File: config.mk
export PLATFORM = sky130hd
export DESIGN_NAME = pcmd_front_flat
export DESIGN_NICKNAME = d
export VERILOG_FILES = /design/src/pcmd_pkg.sv /design/src/pcmd_if.sv /design/src/pcmd_front.sv /design/src/flat_wrapper.sv
export SDC_FILE = /design/constraint.sdc
export NUM_CORES = 1
export LEC_CHECK = 0
export BUFFER_PORTS_ARGS = -buffer_cell sky130_fd_sc_hd__buf_4
export CORE_MARGIN = 2
export CORE_UTILIZATION = 30
export DETAILED_ROUTE_END_ITERATION = 8
export SYNTH_ARGS = -nofsm -noshare
export SYNTH_HDL_FRONTEND = slang
export SYNTH_SLANG_ARGS = --single-unit
File: constraint.sdc
create_clock -name clock -period 23.5 [get_ports clock]
set_input_delay 1.175 -clock clock [delete_from_list [all_inputs] [get_ports clock]]
set_output_delay 1.175 -clock clock [all_outputs]
set_load 0.05 [all_outputs]
File: src/pcmd_pkg.sv
// Package for the per-client message dedup block.
// Holds the field widths shared by the channels and both ends; no dependencies.
`default_nettype none
package pcmd_pkg;
   localparam int unsigned AddrWidth = 32;
   localparam int unsigned PortWidth = 16;
   localparam int unsigned IdWidth   = 32;
endpackage
`default_nettype wire

File: src/pcmd_if.sv
// Valid/ready channel interfaces for requests and responses.
// Depends on pcmd_pkg for field widths.
`default_nettype none
interface pcmd_req_if;
   logic                             valid;
   logic                             ready;
   logic [pcmd_pkg::AddrWidth-1:0]   sender_address;
   logic [pcmd_pkg::PortWidth-1:0]   sender_port;
   logic [pcmd_pkg::IdWidth-1:0]     message_id;
   logic                             well_formed;
   modport source (output valid, sender_address, sender_port, message_id, well_formed,
                   input ready);
   modport sink   (input valid, sender_address, sender_port, message_id, well_formed,
                   output ready);
endinterface

`default_nettype wire

File: src/pcmd_front.sv
// Front end: accepts requests, matches or claims a client slot, queues a job.
// Depends on pcmd_pkg and the channel interfaces; exports slot number and count.
`default_nettype none
module pcmd_front #(
   parameter int unsigned CLIENT_SLOTS   = 16,
   parameter int unsigned IDS_PER_CLIENT = 64,
   localparam int unsigned SW = (CLIENT_SLOTS > 1) ? $clog2(CLIENT_SLOTS) : 1,
   localparam int unsigned CW = $clog2(IDS_PER_CLIENT + 1)
) (
   input  wire logic                         clock,
   input  wire logic                         reset,
   pcmd_req_if.sink                          req,
   // job out
   output logic                              job_valid,
   input  wire logic                         job_ready,
   output logic                              job_no_slot,
   output logic [SW-1:0]                     job_slot,
   output logic [CW-1:0]                     job_count,
   output logic [pcmd_pkg::IdWidth-1:0]      job_id,
   output logic                              job_wf,
   // count write-back from back end
   input  wire logic                         upd_en,
   input  wire logic [SW-1:0]                upd_slot,
   input  wire logic [CW-1:0]                upd_count
);
   logic [CLIENT_SLOTS-1:0]          active_ff, active_in;
   logic [pcmd_pkg::AddrWidth-1:0]   addr_ff [CLIENT_SLOTS];
   logic [pcmd_pkg::PortWidth-1:0]   port_ff [CLIENT_SLOTS];
   logic [CW-1:0]                    count_ff [CLIENT_SLOTS];
   logic                             full_ff, full_in;
   logic                             hit, free;
   logic [SW-1:0]                    hit_idx, free_idx;
   logic                             take;
   logic [pcmd_pkg::IdWidth-1:0]     id_ff;
   logic                             wf_ff, nos_ff, claim_ff;
   logic [SW-1:0]                    slot_ff;

   // one outstanding job: front holds until back takes it
   assign req.ready = !full_ff;
   assign take      = req.valid && req.ready;

   always_comb begin
      hit = 1'b0; hit_idx = '0; free = 1'b0; free_idx = '0;
      for (int i = CLIENT_SLOTS - 1; i >= 0; i--) begin
         if (active_ff[i] && addr_ff[i] == req.sender_address &&
             port_ff[i] == req.sender_port) begin
            hit = 1'b1; hit_idx = SW'(i);
         end
         if (!active_ff[i]) begin
            free = 1'b1; free_idx = SW'(i);
         end
      end
   end

   always_comb begin
      active_in = active_ff;
      full_in   = full_ff;
      if (job_valid && job_ready) full_in = 1'b0;
      if (take) begin
         full_in = 1'b1;
         if (!hit && free) active_in[free_idx] = 1'b1;
      end
   end

   always_ff @(posedge clock) begin
      if (reset) begin
         active_ff <= '0;
         full_ff   <= 1'b0;
      end else begin
         active_ff <= active_in;
         full_ff   <= full_in;
      end
      if (upd_en) count_ff[upd_slot] <= upd_count;
      if (take) begin
         id_ff    <= req.message_id;
         wf_ff    <= req.well_formed;
         nos_ff   <= !hit && !free;
         claim_ff <= !hit;
         slot_ff  <= hit ? hit_idx : free_idx;
         if (!hit && free) begin
            addr_ff[free_idx] <= req.sender_address;
            port_ff[free_idx] <= req.sender_port;
         end
      end
   end

   // read the count when the back takes the job, after any earlier write-back
   assign job_valid   = full_ff;
   assign job_id      = id_ff;
   assign job_wf      = wf_ff;
   assign job_no_slot = nos_ff;
   assign job_slot    = slot_ff;
   assign job_count   = claim_ff ? '0 : count_ff[slot_ff];
endmodule
`default_nettype wire

File: src/flat_wrapper.sv
// flat-port wrapper written by rule: the top's interface ports become plain ports
module pcmd_front_flat 
#(
   parameter int unsigned CLIENT_SLOTS   = 16,
   parameter int unsigned IDS_PER_CLIENT = 64,
   localparam int unsigned SW = (CLIENT_SLOTS > 1) ? $clog2(CLIENT_SLOTS) : 1,
   localparam int unsigned CW = $clog2(IDS_PER_CLIENT + 1)
)
  (clock, reset, job_valid, job_ready, job_no_slot, job_slot, job_count, job_id, job_wf, upd_en, upd_slot, upd_count, req_valid, req_sender_address, req_sender_port, req_message_id, req_well_formed, req_ready);
  pcmd_req_if req_i ();
  input  wire logic clock;
  input  wire logic reset;
  output logic job_valid;
  input  wire logic job_ready;
  output logic job_no_slot;
  output logic [SW-1:0] job_slot;
  output logic [CW-1:0] job_count;
  output logic [pcmd_pkg::IdWidth-1:0] job_id;
  output logic job_wf;
  input  wire logic upd_en;
  input  wire logic [SW-1:0] upd_slot;
  input  wire logic [CW-1:0] upd_count;
  input wire logic [$bits(req_i.valid)-1:0] req_valid;
  input wire logic [$bits(req_i.sender_address)-1:0] req_sender_address;
  input wire logic [$bits(req_i.sender_port)-1:0] req_sender_port;
  input wire logic [$bits(req_i.message_id)-1:0] req_message_id;
  input wire logic [$bits(req_i.well_formed)-1:0] req_well_formed;
  output wire logic [$bits(req_i.ready)-1:0] req_ready;
  assign req_i.valid = req_valid;
  assign req_i.sender_address = req_sender_address;
  assign req_i.sender_port = req_sender_port;
  assign req_i.message_id = req_message_id;
  assign req_i.well_formed = req_well_formed;
  assign req_ready = req_i.ready;
  pcmd_front #(.CLIENT_SLOTS(CLIENT_SLOTS), .IDS_PER_CLIENT(IDS_PER_CLIENT)) u_core (.clock(clock), .reset(reset), .req(req_i), .job_valid(job_valid), .job_ready(job_ready), .job_no_slot(job_no_slot), .job_slot(job_slot), .job_count(job_count), .job_id(job_id), .job_wf(job_wf), .upd_en(upd_en), .upd_slot(upd_slot), .upd_count(upd_count));
endmodule
==> metrics.csv, run 1 <==
metric,value,unit
worst-margin pin slew,1.267,ns
fraction of layout cells with a size suffix above 1,12.37,%
initial antenna violation count,3,
DIE AREA,142900,um2
WP data required,23.79,ns
largest net degree at the start of global routing,49,
first-pass GRT wire length,171900,um
setup bufs post-CTS,0,
Layout Area Growth over Synthesis,15.05,%
register area share after synthesis,66.75,%
Max IR drop VDD,0.00005923,V
post-route ant nets,0,
Routed wire per std cell,24.25,um
"area leader, netlist",edfxtp_1,
Die W,378.1,um
final slew viol count,0,
drt first pass iters,6,
Root Buffer,clkbuf_16,
DPL Wire Length,72900,um
YS warnings,0,
hold buffers post-CTS,0,
Hold Startpoint,u_core.job_slot[2],
row count,137,
Synth top area share,65.74,%
remaining global-route overflow,0,
maximum fanout along the worst path,48,
CP Cell Sequence,"buf_4, inv_1, o2111ai_1, or3_1, or4_1, o31ai_4, or3_4, nor4_4, nand2_2, nor4_2, buf_4",
Clock Path Buffers,3,
CTS tree,built,
final hold violation count,0,
FF-to-FF End,u_core.addr_ff[5][17],
"delay-heaviest family, CP",simple AND/OR/NAND/NOR gates,
crit end category,flop,
Via density,5.126,
core box area,139200,um2
flop2flop setup slack,19.26,ns
Mapped Area,41980,um2
clk_lat worst skew,0.68,ns
crit start category,input pin,
"Largest stage delay, worst path",0.58,ns
most numerous cell in the Yosys netlist,edfxtp_1,
max_cap viols,0,
WS Path Type,input pin to flop,
vias,25662,
PortBufs,143,
vias in the first global route,24393,
Tcrit/Tclk final,21.57,%
max_slew headroom,15.14,%
Power Density,76.30,nW/um2
DR DRC count,0,
TritonCTS buffer count,98,
Hold WC Path Type,flop to flop,
Die Ht,378.1,um
post-CTS resize count,0,
unrepaired setup endpoints after global routing,no,
hold depth,2,
Total Wirelength,121400,um
critical path arrival,5.36,ns
Post-synth ARST share,0,%
H-tree lvl count,3,
Max Clock Skew,0.02752,ns
Synth Net Count,2984,
Nets,3147,
"flops & latches, synth",940,
gr usage total,16.52,%
"non-filler cells, final",5006,
min Tclk post-route,5.069,ns
status,completed,
Max Clk Rate,0.1973,GHz
Synth cell types,68,
setup TNS,0,ns
Post-synth EDFFs,919,
first-iteration detailed-routing DRC count,3309,
Lkg Pwr,14.87,nW
"Setup violations, final",0,
worst path bufs/invs,3,
Syn Area/Cell,14.54,um2
Num Clock Sinks,940,
Worst-path clk slew,0.06,ns
Fill cells,13337,
Reg2Reg Depth,10,
Area contributors post-synth,"edfxtp_1, xnor2_1, xor2_1, nand2b_1, nand4_1",
initial core utilization,30.16,%
io pins,144,
Worst R2R Start,u_core.addr_ff[8][7],
ys flop type,edfxtp_1,
most frequent CP cell,buf_4,
Post-synth top cells,"edfxtp_1, xnor2_1, xor2_1",
Cells after DPL,4826,
gpl congestion,0.9307,
"slowest stage cell, crit path",nand2_2,
Syn Inst Count,2887,
## through the flow
step / total power, mW / utilization, % / cell area [um2] / hold WS (ns) / setup WS [ns]
floorplan: 2.063 / - / 41980 / 0.4804 / 15.12
global placement: 2.181 / 32.44 / 45160 / 0.4769 / 17.88
detailed placement: 2.182 / 32.44 / 45160 / 0.4796 / 17.82
CTS: 3.705 / 34.69 / 48290 / 0.4934 / 18.53
global route: 3.790 / 34.69 / 48290 / 0.5078 / 18.28
finish: 3.685 / 34.70 / 48290 / 0.4852 / 18.43
## worst max-delay path by stage
stage	from	to	cells after the start
floorplan	req_sender_address[1]	u_core.addr_ff[9][0]	12
global placement	req_sender_address[31]	u_core.port_ff[5][13]	11
detailed placement	req_sender_address[31]	u_core.addr_ff[5][15]	11
CTS	req_sender_address[31]	u_core.port_ff[5][8]	11
global route	req_sender_address[31]	u_core.addr_ff[5][29]	11
finish	req_sender_address[31]	u_core.addr_ff[5][17]	11
## where the power goes
group          switching [mW]  internal (mW)
Clock                   0.659          0.878
Combinational           0.193         0.0846
Sequential             0.0108           1.86
Total                   0.862           2.82
## flip-flops by register name, indices dropped and copies added (netlist names), named ones only
name                count
u_core.active_ff       16
u_core.port_ff        256
u_core.count_ff       112
u_core.job_id          32
u_core.job_valid        1
u_core.job_wf           1
u_core.claim_ff         1
u_core.job_no_slot      1
u_core.job_slot         4
u_core.addr_ff        512
## worst reg2reg max path, cell delays in order, from the launching register on
cell	delay [ns]
edfxtp_1	0.49
xnor2_1	0.27
nand4_1	0.16
nor4_1	0.08
nand4_1	0.35
a21boi_1	0.28
nand3_1	0.15
nor4_4	0.48
nand2_2	0.58
nor4_2	0.41
buf_4	0.56
## routing by layer
metal	vias up	share of wire [%]	GRT usage, %
met3	199	9.4	3.529
li1	11296	-	-
met4	2	2.9	4.826
met5	-	0.015	0
met2	1298	44	25.17
met1	12867	44	23.57
## cell usage in the layout, fill, tap and decap left out, drive strengths merged, types with 53 or more instances in the layout
master	count
nand3	68
nand4	200
nand2b	207
xnor2	366
nand2	112
xor2	285
nor2	53
clkbuf	116
nor4	154
edfxtp	919
nor3	56
buf	175
inv	54
## cell families (layout without fill, tap and decap cells)
family | after synthesis | after routing | synth area share [%]
and+or+nand+nor | 992 | 992 | 14.00
DFF | 940 | 940 | 66.75
xor gates and xnor gates | 651 | 651 | 13.58
buffers and inverters | 162 | 404 | 1.803
AOI/OAI and AO/OA | 107 | 107 | 1.988
muxes | 35 | 35 | 1.878
other | 0 | 1 | 0
## layout make-up
class | count | area [um2] | area share, %
tap | 1876 | 2347 | 4.860
clock buffer | 116 | 2562 | 5.306
antenna | 1 | 2.502 | 0.005182
inverter | 50 | 187.7 | 0.3886
multi-input combinational | 1785 | 13290 | 27.52
timing repair buffer | 175 | 1314 | 2.720
clock inverter | 63 | 571.8 | 1.184
sequential | 940 | 28020 | 58.02
(Power assumes the default switching activity.)
==> run 2: changes to the inputs <==
Settings changed: ABC_AREA from default to 1.
Clock period 23.5 ns to 4.05 ns, I/O delays scaled along.
==> run 2 against run 1 <==
Sequential cell count is the same. Synthesized cell count grew 9.0%. Hold slack lost 0.45 ns. Cell area shrank 0.86%. Clock skew grew 0.045 ns. Sequential power grew to 5.8 times the previous value.
==> metrics.csv, run 2 <==
metric,value,unit,change
core box area,131800,um2,was 139200 um2
min Tclk post-route,3.637,ns,
Die W,369.0,um,was 378.1 um
Fin Hold WS,0.03702,ns,was 0.4852 ns
final slew viol count,0,,unchanged
Synth top area share,69.06,%,was 65.74%
vias,28972,,was 25662
post-route ant nets,0,,unchanged
Worst-path clk slew,0.06,ns,about the same
Hold EP,u_core.claim_ff,,
TritonCTS buffer count,98,,unchanged
max reg flops,512,,unchanged
Layout Area Growth over Synthesis,19.82,%,was 15.05%
maximum fanout along the worst path,49,,was 48
Post-synth top cells,"edfxtp_1, nand2_1, nor2_1",,"was edfxtp_1, xnor2_1, xor2_1"
DPL Wire Length,94500,um,was 72900 um
Hold WC Path Type,input pin to flop,,was flop to flop
initial core utilization,30.32,%,was 30.16%
Largest regs,"u_core.addr_ff x512, u_core.port_ff x256, u_core.count_ff x112",,unchanged
DR DRC count,0,,unchanged
CP Cell Sequence,"dlygate4sd3_1, buf_4, inv_2, nand2_1, o21ai_0, nor2_1, nand2_1, nor2_1, nand2_1, nor2_1, nand2_1, o21ai_0, nor2_2, nand2_2, nor2_8, nand4_2, nor2_4, buf_12",,"was buf_4, inv_1, o2111ai_1, or3_1, or4_1, o31ai_4, or3_4, nor4_4, nand2_2, nor4_2, buf_4"
"most common cell after layout, fill and taps aside",edfxtp_1,,unchanged
Root Buffer,clkbuf_16,,unchanged
fraction of layout cells with a size suffix above 1,15.90,%,was 12.37%
Total Wirelength,146200,um,was 121400 um
Tcrit/Tclk final,89.79,%,
Psw,5.301,mW,was 862.4 uW
Routed wire per std cell,27.46,um,was 24.25 um
Max Clk Rate,0.2750,GHz,
vias in the first global route,27566,,was 24393
setup bufs post-CTS,0,,unchanged
YS warnings,0,,unchanged
max_cap viols,0,,unchanged
"area leader, netlist",edfxtp_1,,unchanged
"Largest stage delay, worst path",0.58,ns,about the same
hold depth,3,,was 2
Synth cell types,52,,was 68
Power Density,453.2,nW/um2,was 76.30 nW/um2
Sw Share,24.43,%,was 23.40%
Worst R2R Start,u_core.addr_ff[14][13],,was u_core.addr_ff[8][7]
Reg2Reg Depth,15,,was 10
Area contributors post-synth,"edfxtp_1, nand2_1, nor2_1, o21ai_0, xor2_1",,"was edfxtp_1, xnor2_1, xor2_1, nand2b_1, nand4_1"
worst-margin pin slew,1.175,ns,was 1.267 ns
DIE AREA,136100,um2,was 142900 um2
Max IR drop VDD,0.0004725,V,was 0.00005923 V
gr usage total,21.02,%,was 16.52%
PortBufs,143,,unchanged
post-CTS resize count,0,,unchanged
WP data required,4.37,ns,was 23.79 ns
most frequent cells in the layout,"edfxtp_1, nand2_1, nor2_1",,"was edfxtp_1, xnor2_1, xor2_1"
Die Ht,369.0,um,was 378.1 um
Gate power share,8.4,%,was 7.5%
Lkg Pwr,16.31,nW,was 14.87 nW
Pint,16.40,mW,was 2.822 mW
Clk pwr share,41.6,%,was 41.7%
unrepaired setup endpoints after global routing,no,,unchanged
Power Total,21.70,mW,was 3.685 mW
H-tree lvl count,3,,unchanged
gpl congestion,0.9539,,was 0.9307
Post-synth EDFFs,919,,unchanged
drt first pass iters,6,,unchanged
Post-synth ARST share,0,%,unchanged
FF-to-FF End,u_core.addr_ff[4][22],,was u_core.addr_ff[5][17]
row count,133,,was 137
Max Clock Skew,0.07263,ns,was 0.02752 ns
Syn Area/Cell,12.70,um2,was 14.54 um2
WS Path Type,input pin to flop,,unchanged
clk_lat worst skew,0.72,ns,was 0.68 ns
first-iteration detailed-routing DRC count,4476,,was 3309
crit start category,input pin,,unchanged
io pins,144,,unchanged
most numerous cell in the Yosys netlist,edfxtp_1,,unchanged
CTS tree,built,,unchanged
Syn Inst Count,3147,,was 2887
remaining global-route overflow,0,,unchanged
Via density,5.441,,was 5.126
initial antenna violation count,9,,was 3
"flops & latches, synth",940,,unchanged
largest net degree at the start of global routing,57,,was 49
ys flop type,edfxtp_1,,unchanged
Nets,3588,,was 3147
max_slew headroom,21.05,%,was 15.14%
register area share after synthesis,70.11,%,was 66.75%
critical path arrival,3.96,ns,was 5.36 ns
most frequent CP cell,nand2_1,,was buf_4
Fill cells,12689,,was 13337
Clock Path Buffers,3,,unchanged
final hold violation count,0,,unchanged
crit end category,flop,,unchanged
Mapped Area,39960,um2,was 41980 um2
Synth Net Count,3244,,was 2984
hold buffers post-CTS,83,,was 0
Largest Register,u_core.addr_ff,,unchanged
Num Clock Sinks,940,,unchanged
Reg power frac,50.0,%,was 50.8%
first-pass GRT wire length,203300,um,was 171900 um
status,completed,,unchanged
"slowest stage cell, crit path",inv_2,,was nand2_2
Hold Startpoint,req_valid,,was u_core.job_slot[2]
flop2flop setup slack,0.70,ns,was 19.26 ns
"Setup violations, final",0,,unchanged
-- run 2: changes by cell type in the layout (fill, tap and decap cells not counted), sizes merged, moves of 110 or more --
cell	before	now
nand2b	207	0
nand2	112	559
nand4	200	39
xor2	285	111
o22ai	7	119
inv	54	164
nor2	53	322
xnor2	366	102
o21ai	12	257
buf	175	293
-- run 2: cell families after synthesis --
| family | after synthesis | share of synthesized area, % |
|---|---|---|
| xor+xnor | 213 | 4.668 |
| simple gates | 1109 | 11.91 |
| buf+inv | 294 | 3.776 |
| compound gates | 591 | 9.534 |
| flops | 940 | 70.11 |
-- run 2: area by class of cell --
| type | count | area [um2] | area share, % |
|---|---|---|---|
| diodes | 4 | 10.01 | 0.02091 |
| repair buffers | 376 | 3356 | 7.009 |
| clock buffers | 112 | 2505 | 5.232 |
| inverters | 162 | 613.1 | 1.280 |
| well taps | 1755 | 2196 | 4.586 |
| multi-input cells | 1913 | 10530 | 21.98 |
| flip-flops and latches | 940 | 28020 | 58.52 |
| clock inverters | 63 | 658.1 | 1.375 |
-- run 2: power by group through the flow --
stage          combinational [mW]  sequential, mW  clock [mW]
3_5_place_dp                 1.70            11.1           0
6_report                     1.81            10.9        9.03
4_1_cts                      1.76            10.9        9.12
3_3_place_gp                 1.69            11.1           0
2_1_floorplan               0.732            11.1           0
5_1_grt                      1.88            10.9        9.51
-- run 2: routing by layer --
metal,share of wire (%),vias up,global-route usage (%)
li1,-,12198,-
met1,38,14287,27.57
met2,45,2064,32.58
met3,11,419,4.445
met4,6.1,4,11.17
met5,0.018,-,0
-- run 2: critical path, delay by kind of cell --
family	cells	cell delay (ns)
AND/OR/NAND/NOR	12	1.68
AO/OA/AOI/OAI	2	0.46
buffers and inverters	4	1.54
-- run 2: worst max-delay path by stage --
stage | startpoint | endpoint | slack (ns)
global placement | req_sender_address[1] | u_core.port_ff[4][13] | 0.41
CTS | req_sender_address[27] | u_core.port_ff[4][9] | 0.55
finish | req_sender_address[1] | u_core.addr_ff[4][22] | 0.41
floorplan | u_core.job_valid | u_core.addr_ff[12][0] | -0.44
global route | req_sender_address[27] | u_core.addr_ff[4][5] | 0.30
detailed placement | req_sender_address[27] | u_core.addr_ff[0][21] | 0.40
-- run 2: metrics by stage --
step	cell area (um2)	worst slack, ns	setup TNS (ns)	instances	utilization (%)
after global routing	47870	0.2994	0	5321	36.32
final	47880	0.4134	0	5325	36.33
after CTS	47870	0.5482	0	5321	36.32
after floorplan	39990	-0.4356	-42.29	3147	-
after global placement	43880	0.4072	0	5063	33.29
after detailed placement	43880	0.4037	0	5063	33.29
